==> config.mk <==
export PLATFORM = sky130hd
export DESIGN_NAME = rau_ctrl
export DESIGN_NICKNAME = d
export VERILOG_FILES = /design/src/hw/rtl/rau_pkg.sv /design/src/hw/rtl/rau_ctrl.sv
export SDC_FILE = /design/constraint.sdc
export NUM_CORES = 1
export LEC_CHECK = 0
export ABC_AREA = 1
export BUFFER_PORTS_ARGS = -buffer_cell sky130_fd_sc_hd__buf_4
export CORE_ASPECT_RATIO = 1.2
export CORE_MARGIN = 5
export CORE_UTILIZATION = 44
export DETAILED_ROUTE_END_ITERATION = 7
export PLACE_DENSITY = 0.7
export SYNTH_ARGS = -nofsm -noshare
export SYNTH_HDL_FRONTEND = slang
export SYNTH_SLANG_ARGS = --single-unit
==> constraint.sdc <==
create_clock -name clk -period 1.2 [get_ports clk]
set_input_delay 0.24 -clock clk [delete_from_list [all_inputs] [get_ports clk]]
set_output_delay 0.24 -clock clk [all_outputs]
set_load 0.1 [all_outputs]
==> src/hw/rtl/rau_pkg.sv <==
`timescale 1ns / 1ps
// ----------------------------------------------------------------------------
// Rational arithmetic unit package
// Shared widths, operation codes, word types and controller/datapath links.
// ----------------------------------------------------------------------------
package rau_pkg;

	localparam int OperandWidth = 16;
	localparam int NumBits      = 33;
	localparam int DenBits      = 32;
	localparam int MagBits      = OperandWidth + 1;
	localparam int CntBits      = $clog2(MagBits + 1);
	localparam int ArithBits    = NumBits + 1;

	localparam logic [1:0] OP_MUL = 2'd0;
	localparam logic [1:0] OP_ADD = 2'd1;
	localparam logic [1:0] OP_SIMP = 2'd2;

	typedef struct packed {
		logic [1:0]                     op;
		logic signed [OperandWidth-1:0] a_num;
		logic signed [OperandWidth-1:0] a_den;
		logic signed [OperandWidth-1:0] b_num;
		logic signed [OperandWidth-1:0] b_den;
	} in_word_t;

	typedef struct packed {
		logic signed [NumBits-1:0] res_num;
		logic signed [DenBits-1:0] res_den;
		logic                      status;
	} out_word_t;

	// Commands from the controller to the datapath.
	typedef struct packed {
		logic load;      // capture operands
		logic gcd_init;  // load gcd pair (0: a_den/b_den, 1: a_num/a_den)
		logic gcd_sel;
		logic mod_init;  // start x % y
		logic mod_step;  // one restoring division step
		logic mod_done;  // x <= y, y <= remainder
		logic div_init;  // start quotient divide by gcd (0: first, 1: second)
		logic div_sel;
		logic div_step;
		logic div_save;  // store quotient (div_slot picks slot)
		logic div_slot;
		logic fin;       // compute final result into output register
	} rau_cmd_t;

	typedef struct packed {
		logic [1:0] op;
		logic       zero_den;
		logic       same_den;
		logic       y_zero;
	} rau_sts_t;

endpackage

==> src/hw/rtl/rau_ctrl.sv <==
`timescale 1ns / 1ps
// ----------------------------------------------------------------------------
// Rational arithmetic unit controller
// Sequences gcd, quotient divides and the final result.
// ----------------------------------------------------------------------------
module rau_ctrl import rau_pkg::*; (
	input  logic     clk,
	input  logic     arst_n,
	input  logic     start,
	input  rau_sts_t sts,
	output rau_cmd_t cmd,
	output logic     busy,
	output logic     done
);

	localparam logic [2:0] S_IDLE = 3'd0;
	localparam logic [2:0] S_DEC  = 3'd1;
	localparam logic [2:0] S_GCD  = 3'd2;
	localparam logic [2:0] S_MOD  = 3'd3;
	localparam logic [2:0] S_DIV  = 3'd4;
	localparam logic [2:0] S_FIN  = 3'd5;
	localparam logic [2:0] S_OUT  = 3'd6;

	logic [2:0]         state_q;
	logic [CntBits-1:0] cnt_q;
	logic               sel_q;

	always_ff @(posedge clk or negedge arst_n) begin
		if (!arst_n) begin
			state_q <= S_IDLE;
			cnt_q   <= '0;
			sel_q   <= 1'b0;
		end else begin
			unique case (state_q)
				S_IDLE: if (start) state_q <= S_DEC;
				S_DEC: begin
					if (sts.zero_den || sts.op == OP_MUL ||
					    (sts.op == OP_ADD && sts.same_den))
						state_q <= S_FIN;
					else
						state_q <= S_GCD;
				end
				S_GCD: begin
					if (sts.y_zero) begin
						state_q <= S_DIV;
						sel_q   <= 1'b0;
						cnt_q   <= '0;
					end else begin
						state_q <= S_MOD;
						cnt_q   <= '0;
					end
				end
				S_MOD: begin
					if (cnt_q == CntBits'(MagBits)) state_q <= S_GCD;
					else cnt_q <= cnt_q + 1'b1;
				end
				S_DIV: begin
					if (cnt_q == CntBits'(MagBits)) begin
						cnt_q <= '0;
						if (sel_q) state_q <= S_FIN;
						sel_q <= ~sel_q;
					end else begin
						cnt_q <= cnt_q + 1'b1;
					end
				end
				S_FIN: state_q <= S_OUT;
				S_OUT: state_q <= S_IDLE;
				default: state_q <= S_IDLE;
			endcase
		end
	end

	always_comb begin
		cmd          = '0;
		cmd.load     = (state_q == S_IDLE) && start;
		cmd.gcd_init = (state_q == S_DEC);
		cmd.gcd_sel  = (sts.op != OP_ADD);
		cmd.mod_init = (state_q == S_GCD) && !sts.y_zero;
		cmd.mod_step = (state_q == S_MOD) && (cnt_q != CntBits'(MagBits));
		cmd.mod_done = (state_q == S_MOD) && (cnt_q == CntBits'(MagBits));
		cmd.div_sel  = sel_q;
		cmd.div_init = ((state_q == S_GCD) && sts.y_zero) ||
		               ((state_q == S_DIV) && (cnt_q == CntBits'(MagBits)) && !sel_q);
		cmd.div_step = (state_q == S_DIV) && (cnt_q != CntBits'(MagBits));
		cmd.div_save = (state_q == S_DIV) && (cnt_q == CntBits'(MagBits));
		cmd.div_slot = sel_q;
		cmd.fin      = (state_q == S_FIN);
		// The second divide is started with its own select.
		if ((state_q == S_DIV) && (cnt_q == CntBits'(MagBits)) && !sel_q)
			cmd.div_sel = 1'b1;
	end

	assign busy = (state_q != S_IDLE);
	assign done = (state_q == S_OUT);

endmodule

==> results.tsv, run 1 <==
metric	value	unit
outcome	aborted with a tool error	
failing step	clock tree synthesis (4_1_cts)	
stop err	[ERROR DPL-0038] Utilization greater than 100%, impossible to legalize	
IO Port Bufs	21	
Die W	46.1	µm
Distinct cells, synth	21	
Syn Inst Count	98	
initial core utilization	47.0	%
clock tree buffer depth	2	
DP Area	1220	µm²
pre-CTS setup slack	-404	ps
FP Rows	15	
Die H	53.3	µm
sequential-to-total area share from yosys stat	32.7	%
Yosys top cell area share	32.7	%
Yosys warnings	0	
Post-CTS Setup Repair Bufs	8	
Mean Syn Cell Area	7.02	µm²
Root Driver	clkbuf_4	
synthesized flop and latch total	9	
area leader, netlist	dfrtp_1	
Mapped Area	688	µm²
Synth area leaders	dfrtp_1 33%, nand2_1 15%, inv_1 7.1%	
gpl congestion	0.842	
HPWL after DPL	1750	µm
H-Tree Depth	1	
syn_nets	108	
# IOs	22	
# clock sinks	9	
Gates resized, CTS repair	56	
CTS Buf Count	3	
# hold bufs at CTS	1	
-- synth_stat cells, drive strengths merged --
| master | n |
|---|---|
| nand4 | 3 |
| xor2 | 2 |
| nor3 | 4 |
| nand3 | 10 |
| dfrtp | 9 |
| o21ai | 5 |
| nor2 | 7 |
| nand3b | 1 |
| buf | 1 |
| nand2 | 33 |
| o21bai | 1 |
| inv | 20 |
| ha | 2 |
-- logic make-up after synthesis --
family / Yosys count / share of synthesized area [%]
xor gates and xnor gates: 2 / 2.55
adders and majority gates: 2 / 3.64
and+or+nand+nor: 58 / 41.6
DFF: 9 / 32.7
AOI/OAI and AO/OA: 6 / 7.46
buffers and inverters: 21 / 12.0
-- per-stage QoR --
| stage | TNS [ps] | hold slack [ps] | std cells | util, % |
|---|---|---|---|---|
| 2_1_floorplan | -8250 | -55.6 | 98 | - |
| 3_3_place_gp | -3720 | 70.4 | 166 | 83.3 |
| 3_5_place_dp | -4460 | 72.4 | 166 | 83.3 |
==> run 2: changes to the inputs <==
--- a/config.mk
+++ b/config.mk
@@ -7,11 +7,10 @@
 export LEC_CHECK = 0
 export ABC_AREA = 1
 export BUFFER_PORTS_ARGS = -buffer_cell sky130_fd_sc_hd__buf_4
-export CORE_ASPECT_RATIO = 1.2
-export CORE_MARGIN = 5
-export CORE_UTILIZATION = 44
+export CORE_AREA = 5 5 66 68
 export DETAILED_ROUTE_END_ITERATION = 7
-export PLACE_DENSITY = 0.7
+export DIE_AREA = 0 0 71 73
+export PLACE_DENSITY_LB_ADDON = 0.15
 export SYNTH_ARGS = -nofsm -noshare
 export SYNTH_HDL_FRONTEND = slang
 export SYNTH_SLANG_ARGS = --single-unit
==> constraint.sdc (replaced) <==
create_clock -name clk -period 1.55 [get_ports clk]
set_input_delay 0.31 -clock clk [delete_from_list [all_inputs] [get_ports clk]]
set_output_delay 0.31 -clock clk [all_outputs]
set_load 0.1 [all_outputs]
==> run 2 against run 1 <==
Compared with the run above: the flow now finishes, with violations (negative setup slack); area after synthesis is the same; synthesized cell count unchanged.
==> results.tsv, run 2 <==
metric	value	unit	change
outcome	finished, violations left		
failing checks	negative setup slack		
CP max-delay cell	dfrtp_1		
die area	5180	µm²	
critical path class	reg -> out		
CTS tree	yes		
synth cell count leaders	28 x nand2_1, 13 x inv_1, 9 x dfrtp_1, 8 x nand3_1, 7 x inv_2		
met2 Use GR	18.4	%	
slack of the critical path	-218	ps	
Synth Area in XOR/XNOR	2.55	%	unchanged
Most common cell on crit path	nand2_4		
area leader, netlist	dfrtp_1		
Worst path max stage delay	370	ps	
initial antenna violation count	0		
simple-gate share of the synthesized area	41.6	%	unchanged
IO Port Bufs	21		unchanged
asr flop ratio synth	100	%	unchanged
most frequent cells in the layout	35 x buf_4, 19 x nand2_1, 11 x buf_12, 9 x inv_2, 9 x buf_6		
WP data required	1240	ps	
fmax	566	MHz	
Pleak	0.750	nW	
period utilisation layout	114	%	
GRT overflow	0		
gr busiest metal	met2		
Synth area leaders	dfrtp_1 33%, nand2_1 15%, inv_1 7.1%		
synthesized flop and latch total	9		unchanged
Ant. Diodes	0		
Yosys top cell area share	32.7	%	unchanged
Mean Syn Cell Area	7.02	µm²	unchanged
# IOs	22		unchanged
area delta synth->final	125	%	
FP Rows	23		+8
clock tree buffer depth	2		unchanged
max_slew headroom	81.5	%	
Largest Register	cnt_q		
first-pass GRT wire length	3740	µm	
GRT met3 Usage	1.10	%	
Max Fanout on Critical Path	4		
Mapped Area	688	µm²	unchanged
pin count of the biggest net entering global routing	10		
Syn Inst Count	98		unchanged
DRC	0		
Pins Over Slew Limit	0		
unrepaired setup endpoints after global routing	true		
Synth Area in Compound Gates	7.45	%	unchanged
ratio of cells with drive above 1 in the final layout	66.2	%	
routing usage on met1	9.02	%	
Placed Cells incl. Taps	189		+14%
Detail Route Antenna Nets	0		
Distinct cells, synth	21		unchanged
EDFF count, synth	0		unchanged
Final Net Count	168		
MaxCap Viol Count	0		
startpoint types	flip-flop		
fill count	387		
Die W	71	µm	+54%
# setup viols final	13		
Clk pin slew, worst setup/hold paths	50	ps	
fin area	1550	µm²	
overall routed net length	2220	µm	
worst min path class	in -> reg		
Critical Path, Cell by Cell	inv_1 -> ha_2 -> nand2_2 -> inv_2 -> nand2_4 -> buf_6 -> nand2_4 -> clkinvlp_4 -> buf_12		
CTS Buf Count	3		unchanged
most frequent cell after synthesis	nand2_1		
Max VDD drop	0.683	mV	
initial core utilization	18.1	%	-29 points
Die H	73	µm	+37%
First-pass DRT Iterations	4		
crit end category	output pin		
vias post-DR	829		
ys flop type	dfrtp_1		
Yosys warnings	0		unchanged
Clock Latency Late Sink	240	ps	
H-Tree Depth	1		unchanged
adder-cell share of the synthesized area	3.64	%	unchanged
actual slew at the worst max-slew pin	276	ps	
Final min period	1770	ps	
All-Layer GR Usage	9.10	%	
routed vias/inst	4.00		
Wirelength per Cell	10.7	µm	
Final Hold Vio Count	0		
Core Area	3800	µm²	
Root Driver	clkbuf_8		
HPWL after DPL	1610	µm	-8.3%
sequential-to-total area share from yosys stat	32.7	%	unchanged
mux share of post-synthesis cell area	0	%	unchanged
DP Area	1170	µm²	-4.0%
initial drt markers	21		
syn_nets	108		unchanged
crit path DAT	1460	ps	
gpl congestion	0.750		-11%
Largest regs	cnt_q (5), state_q (3), sel_q (1)		
max FFs per register	5		
most common cell after layout, fill and taps aside	buf_4		
combinational family with the most area after synthesis	simple AND/OR/NAND/NOR gates		
power density over the cells	2180	nW/µm²	
Layout Cells excl Fill	207		
# clock sinks	9		unchanged
Worst Skew	1.29	ps	
vias in the first global route	854		
## run 2: cell counts after synthesis
No cell type changed its count.
## run 2: critical path, delay by kind of cell, from the launching register on
kind,cells,cell delay [ps]
simple gates,3,170
fa+ha+maj,1,160
flops,1,370
buf+inv,5,520
## run 2: report_power, final
part           switching [mW]  internal, mW  total (mW)  leakage (nW)
registers              0.0896         0.344       0.434         0.113
clock network           0.104         0.180       0.284        0.0228
logic                    1.61          1.03        2.65         0.615
## run 2: path summary, 6_finish.rpt
check                              to  cells past startpoint  slack, ps     start
max                            cmd[7]                      9       -220  cnt_q[1]
min                        state_q[1]                      4        390    sts[2]
max reg2reg                  cnt_q[4]                     12       -100  cnt_q[1]
min reg2reg                     sel_q                      2        560     sel_q
max in group asynchronous  state_q[2]                      2        960    arst_n
min in group asynchronous       sel_q                      2        440    arst_n
## run 2: final cells by class
type / instances / area [µm²] / share of cell area (%)
Inverter: 20 / 87.6 / 5.66
Tap cell: 50 / 62.6 / 4.05
Timing Repair Buffer: 56 / 594 / 38.4
Multi-Input combinational cell: 68 / 528 / 34.1
Clock buffer: 4 / 45.0 / 2.91
Sequential cell: 9 / 229 / 14.8
## run 2: metrics by stage
stage                     setup TNS [ps]  total power, mW  setup slack, ps  utilization (%)  hold WS (ps)
after global routing               -2980             3.57             -295             40.7           408
after floorplan                    -3300             1.96             -538                -          14.4
final                              -1840             3.37             -218             40.7           387
after detailed placement            -405             2.51             -119             30.8           149
after CTS                          -1360             3.25             -215             38.8           389
after global placement              -297             2.52            -86.8             30.8           148
## run 2: cell families after synthesis
| logic type | count (synthesis) |
|---|---|
| xor gates and xnor gates | 2 |
| AOI/OAI and AO/OA | 6 |
| adders and majority gates | 2 |
| and+or+nand+nor | 58 |
| buffers and inverters | 21 |
| DFF | 9 |
## run 2: timing repair
| action | CTS | global route |
|---|---|---|
| resized for setup | 47 | 13 |
| setup endpoints to repair | 15 | 17 |
| endpoints found under the hold margin | 9 | 0 |
| hold buffers | 1 | 0 |
| gates cloned | 0 | 0 |
| pin swaps | 7 | 7 |
| buffers inserted | 9 | 6 |
## run 2: per-layer routing
metal  wire length, µm  share of wire [%]  up-vias
met5                 0                  0        -
met3                61                2.8        4
met1               833                 38      388
li1                  -                  -      426
met2              1290                 58       11
met4                37                1.7        0
Power figures use the tool's default switching activity.
==> run 3: changes to the inputs <==
--- a/config.mk
+++ b/config.mk
@@ -7,6 +7,8 @@
 export LEC_CHECK = 0
 export ABC_AREA = 1
 export BUFFER_PORTS_ARGS = -buffer_cell sky130_fd_sc_hd__buf_4
+export CELL_PAD_IN_SITES_DETAIL_PLACEMENT = 0
+export CELL_PAD_IN_SITES_GLOBAL_PLACEMENT = 2
 export CORE_AREA = 5 5 66 68
 export DETAILED_ROUTE_END_ITERATION = 7
 export DIE_AREA = 0 0 71 73
==> run 3 against run 2 <==
Compared with the run above: the flow still finishes with violations (negative setup slack); sequential share of layout area down 0.22 points; register-to-register slack better by 130 ps; die area unchanged; cell count up 1.4%; critical path type unchanged; largest power group unchanged.
==> results.tsv, run 3 (synthesis gave the netlist of run 2 again) <==
metric	value	unit	change
outcome	finished, violations left		
failing checks	negative setup slack		
ratio of cells with drive above 1 in the final layout	62.5	%	-3.7 points
MaxCap Viol Count	0		unchanged
H-Tree Depth	1		unchanged
critical path class	reg -> out		
All-Layer GR Usage	10.2	%	+1.1 points
internal power	1.69	mW	+8.6%
Ant. Diodes	0		unchanged
Wirelength per Cell	10.9	µm	+2.1%
most common cell after layout, fill and taps aside	buf_4		
Die H	73	µm	unchanged
First-pass DRT Iterations	3		-1
GRT overflow	0		unchanged
initial core utilization	18.1	%	unchanged
area delta synth->final	128	%	
Critical Path, Cell by Cell	inv_1 -> ha_1 -> nand2_1 -> inv_2 -> nand2_4 -> buf_6 -> nand2_4 -> clkinvlp_4 -> buf_12		
vias post-DR	838		+1.1%
Final min period	1770	ps	-2.57 ps
routed vias/inst	3.99		-0.36%
max FFs per register	5		unchanged
IO Port Bufs	21		unchanged
Pleak	0.774	nW	+3.2%
startpoint types	flip-flop		
max_slew headroom	78.8	%	-2.8 points
power density over the cells	2240	nW/µm²	+3.0%
Clk pin slew, worst setup/hold paths	50	ps	about the same
vias in the first global route	888		+4.0%
Root Driver	clkbuf_8		
total chip power	3.52	mW	+4.6%
CTS tree	yes		
Max VDD drop	1.67	mV	+140%
Critical path buffers and inverters	5		unchanged
Die W	71	µm	unchanged
FP Rows	23		unchanged
first-pass GRT wire length	4200	µm	+12%
Worst Skew	0.582	ps	-0.710 ps
actual slew at the worst max-slew pin	318	ps	+41.5 ps
Final Hold Vio Count	0		unchanged
Detail Route Antenna Nets	0		unchanged
worst min path class	in -> reg		
clock share of power	8.3	%	about the same
crit path DAT	1460	ps	about the same
Largest regs	cnt_q (5), state_q (3), sel_q (1)		
clock tree buffer depth	2		unchanged
setup tns final	-1490	ps	+358 ps
period utilisation layout	114	%	-0.17 points
Most common cell on crit path	nand2_4		
CTS Buf Count	3		unchanged
slack of the critical path	-215	ps	+2.57 ps
Final Net Count	171		+1.8%
fill count	401		+3.6%
pre-CTS setup slack	-115	ps	+3.93 ps
Seq pwr share	12.3	%	-0.6 points
Psw	1.83	mW	+1.1%
Max Fanout on Critical Path	5		+1
most frequent cells in the layout	36 x buf_4, 23 x nand2_1, 12 x buf_12, 10 x buf_6		
Core Area	3800	µm²	unchanged
crit end category	output pin		
Largest Register	cnt_q		
CP delay by family, top	buffers and inverters		
initial antenna violation count	0		unchanged
switching part of the total power	51.9	%	-1.8 points
Worst path max stage delay	370	ps	about the same
Util after Layout	41.3	%	+0.63 points
die area	5180	µm²	unchanged
WP data required	1240	ps	about the same
# IOs	22		unchanged
unrepaired setup endpoints after global routing	true		
fmax	567	MHz	+0.15%
pin count of the biggest net entering global routing	10		unchanged
gpl congestion	0.806		+7.5%
HPWL after DPL	1780	µm	+10%
hold_ws	405	ps	+18.2 ps
DRC	0		unchanged
CP max-delay cell	dfrtp_1		
initial drt markers	39		+86%
Clock Latency Late Sink	240	ps	about the same
# setup viols final	11		-2
overall routed net length	2300	µm	+3.6%
Gate power share	79.5	%	+0.8 points
Pins Over Slew Limit	0		unchanged
# clock sinks	9		unchanged
-- run 3: worst min-delay path: stages --
cell     delay (ps)
buf_4            70
inv_1            40
nand2_1          50
nand2_1          70
nand3_1          60
-- run 3: metrics by stage --
step / area, µm² / instances
2_1_floorplan: 801 / 98
3_3_place_gp: 1180 / 190
3_5_place_dp: 1180 / 190
4_1_cts: 1500 / 204
5_1_grt: 1570 / 210
6_report: 1570 / 210
-- run 3: path summary, 6_finish.rpt --
kind	depth (start not counted)	slack [ps]	startpoint	endpoint
setup / recovery	9	-220	cnt_q[1]	cmd[3]
hold / removal	5	410	sts[2]	state_q[2]
setup reg to reg	11	30	cnt_q[1]	cnt_q[2]
hold reg to reg	2	560	sel_q	sel_q
max in group asynchronous	2	960	arst_n	state_q[2]
min in group asynchronous	2	440	arst_n	cnt_q[0]
-- run 3: timing repair --
item | 4_1_cts | 5_1_grt
hold buffers | 1 | 0
hold endpoints to repair | 9 | 0
setup buffers | 10 | 8
resized for setup | 51 | 7
pin swaps | 6 | 4
setup endpoints to repair | 15 | 17
-- run 3: cell type report --
| class | instances | area [µm²] | area share (%) |
|---|---|---|---|
| multi-input cells | 68 | 513 | 32.7 |
| clock buffers | 4 | 45.0 | 2.87 |
| repair buffers | 59 | 633 | 40.3 |
| well taps | 50 | 62.6 | 3.98 |
| inverters | 20 | 87.6 | 5.58 |
| flip-flops and latches | 9 | 229 | 14.6 |
-- run 3: layer usage --
layer / global-route usage, % / part of all wire, % / wire [µm]
met1: 12.7 / 43 / 999
met2: 17.6 / 52 / 1210
met3: 3.72 / 3.7 / 86
met4: 1.25 / 0.26 / 6
met5: 0 / 0 / 0
-- run 3: power groups by stage --
stage	clock (mW)	sequential [mW]	combinational, mW
2_1_floorplan	0	0.490	1.47
3_3_place_gp	0	0.429	2.15
3_5_place_dp	0	0.430	2.15
4_1_cts	0.298	0.430	2.66
5_1_grt	0.310	0.450	2.99
6_report	0.291	0.432	2.80
==> run 4: changes to the inputs <==
--- a/config.mk
+++ b/config.mk
@@ -5,7 +5,6 @@
 export SDC_FILE = /design/constraint.sdc
 export NUM_CORES = 1
 export LEC_CHECK = 0
-export ABC_AREA = 1
 export BUFFER_PORTS_ARGS = -buffer_cell sky130_fd_sc_hd__buf_4
 export CELL_PAD_IN_SITES_DETAIL_PLACEMENT = 0
 export CELL_PAD_IN_SITES_GLOBAL_PLACEMENT = 2
==> constraint.sdc (replaced) <==
create_clock -name clk -period 2.2 [get_ports clk]
set_input_delay 0.44 -clock clk [delete_from_list [all_inputs] [get_ports clk]]
set_output_delay 0.44 -clock clk [all_outputs]
set_load 0.1 [all_outputs]
==> run 4 against run 3 <==
Compared with the run above: the run now ends clean; non-clock buffer count shrank 26; largest power group unchanged; cell count shrank 18%; via count shrank 7.0%; largest cell class is now multi-input gates.
==> results.tsv, run 4 <==
metric	value	unit	change
outcome	complete, no violations		
Multi-input gate area	533	µm²	+3.9%
Max VDD drop	0.340	mV	-80%
Core Area	3800	µm²	unchanged
pin count of the biggest net entering global routing	14		+4
Syn Inst Count	91		-7.1%
total chip power	1.76	mW	-50%
vias in the first global route	807		-9.1%
initial drt markers	38		-2.6%
Yosys top cell area share	30.9	%	-1.8 points
fill count	422		+5.2%
FP Rows	23		unchanged
Pins Over Slew Limit	0		unchanged
fmax	459	MHz	
most frequent cells in the layout	30 x buf_4, 10 x a21oi_1, 8 x nand2_1, 7 x dfrtp_1, 5 x nor2_1		
Psw	0.988	mW	-46%
clock share of power	11.1	%	+2.8 points
Mean Syn Cell Area	8.00	µm²	+14%
internal power	0.770	mW	-54%
MaxCap Viol Count	0		unchanged
Detail Route Antenna Nets	0		unchanged
synthesized flop and latch total	9		unchanged
H-Tree Depth	1		unchanged
GRT overflow	0		unchanged
area delta synth->final	58.6	%	
CTS tree	yes		
Wirelength per Cell	14.4	µm	+32%
max_slew headroom	75.7	%	-3.1 points
overall routed net length	2490	µm	+8.1%
most frequent cell after synthesis	a21oi_1		
die area	5180	µm²	unchanged
syn_nets	101		-6.5%
CP max-delay cell	or4_4		
Worst Skew	2.61	ps	+2.02 ps
Die H	73	µm	unchanged
Clock Latency Late Sink	230	ps	about the same
Worst path max stage delay	440	ps	+70 ps
power density over the cells	1520	nW/µm²	-32%
CP delay by family, top	simple AND/OR/NAND/NOR gates		
crit path DAT	1740	ps	+280 ps
Largest Register	cnt_q		
Yosys warnings	0		unchanged
first-pass GRT wire length	4040	µm	-3.8%
critical path class	reg -> out		
# IOs	22		unchanged
worst min path class	in -> async		
First-pass DRT Iterations	4		+1
switching part of the total power	56.2	%	+4.3 points
ratio of cells with drive above 1 in the final layout	45.1	%	-17 points
sequential-to-total area share from yosys stat	30.9	%	-1.8 points
Max Fanout on Critical Path	2		-3
asr flop ratio synth	100	%	unchanged
Largest regs	cnt_q (5), state_q (3), sel_q (1)		
Critical path buffers and inverters	2		-3
Gate power share	72.6	%	-6.9 points
Critical Path, Cell by Cell	inv_2 -> ha_4 -> nand4bb_4 -> or4_4 -> a21oi_4 -> buf_12		
# clock sinks	9		unchanged
Distinct cells, synth	33		+57%
Seq pwr share	16.3	%	+4.0 points
synth cell count leaders	11 x a21oi_1, 10 x nor2_1, 9 x dfrtp_1, 8 x nand2_1, 7 x nor3_1		
CTS Buf Count	3		unchanged
most common cell after layout, fill and taps aside	buf_4		
WP data required	1760	ps	+520 ps
Synth area leaders	dfrtp_1 31%, a21oi_1 7.6%, nor2_1 5.2%		
hold_ws	27.7	ps	-377 ps
Clk pin slew, worst setup/hold paths	50	ps	about the same
clock tree buffer depth	2		unchanged
ys flop type	dfrtp_1		
Pleak	0.478	nW	-38%
Register Area	228	µm²	-0.55%
All-Layer GR Usage	10.2	%	-0.058 points
vias post-DR	779		-7.0%
initial core utilization	19.2	%	+1.1 points
unrepaired setup endpoints after global routing	true		
EDFF count, synth	0		unchanged
Mapped Area	728	µm²	+5.8%
Final Hold Vio Count	0		unchanged
Die W	71	µm	unchanged
area leader, netlist	dfrtp_1		
IO Port Bufs	21		unchanged
actual slew at the worst max-slew pin	364	ps	+46.8 ps
gpl congestion	0.790		-2.0%
period utilisation layout	99.1	%	
startpoint types	flip-flop		
crit end category	output pin		
# setup viols final	0		-11
routed vias/inst	4.53		+13%
initial antenna violation count	0		unchanged
Root Driver	clkbuf_8		
Final min period	2180	ps	
Worst R2R Setup Slack	600	ps	+570 ps
Final Net Count	133		-22%
Ant. Diodes	0		unchanged
DRC	0		unchanged
max FFs per register	5		unchanged
HPWL after DPL	1930	µm	+8.9%
[run 4: changes by cell type in the layout (fill, tap and decap cells not counted), moves of 7 or more]
cell	before	now
inv_2	8	1
nand2_1	23	8
buf_12	12	1
a21oi_1	0	10
buf_6	10	2
[run 4: area by class of cell]
type | count | share of cell area [%]
inverter | 5 | 1.63
clock buffer | 4 | 3.90
tap | 50 | 5.42
sequential | 9 | 19.7
multi-input combinational | 71 | 46.2
timing repair buffer | 33 | 23.2
[run 4: cell families (layout without fill, tap and decap cells)]
logic type,count (synthesis),count (layout),share of synthesized area [%]
and+or+nand+nor,38,38,27.5
AOI/OAI and AO/OA,29,29,26.3
buffers and inverters,11,42,9.45
DFF,9,9,30.9
adders and majority gates,2,2,3.44
xor gates and xnor gates,2,2,2.41
[run 4: final timing paths]
check                      startpoint          to  depth (start not counted)
max                          cnt_q[1]      cmd[5]                          6
min                            arst_n    cnt_q[2]                          1
max reg2reg                  cnt_q[1]    cnt_q[1]                          5
min reg2reg                state_q[1]  state_q[2]                          1
max in group asynchronous      arst_n  state_q[1]                          1
min in group clk           state_q[1]  state_q[2]                          1
[run 4: what timing repair did]
item,in CTS,in global routing
gates resized for setup,3,3
hold buffers,0,0
setup endpoints to repair,1,4
pin swaps,0,0
setup buffers,1,1
[run 4: through the flow]
step           utilization [%]  TNS, ps  worst slack, ps  area, µm²  cells
3_3_place_gp              28.3        0              169       1070    166
3_5_place_dp              28.3        0              145       1070    166
2_1_floorplan                -     -573             -176        828     91
6_report                  30.4        0             20.8       1150    172
4_1_cts                   30.0        0             4.88       1140    171
5_1_grt                   30.4    -52.5            -52.5       1150    172
[run 4: layer usage]
| metal | up-vias | track usage, % | routed length [µm] |
|---|---|---|---|
| li1 | 389 | - | - |
| met1 | 370 | 13.2 | 1180 |
| met2 | 18 | 16.4 | 1200 |
| met3 | 2 | 2.20 | 97 |
| met4 | 0 | 4.38 | 14 |
| met5 | - | 0 | 0 |
[run 4: power groups by stage]
stage | clock network (mW) | logic (mW) | registers, mW
global route | 0.212 | 1.36 | 0.298
finish | 0.196 | 1.28 | 0.286
floorplan | 0 | 0.926 | 0.286
CTS | 0.204 | 1.26 | 0.290
detailed placement | 0 | 1.24 | 0.298
global placement | 0 | 1.24 | 0.296
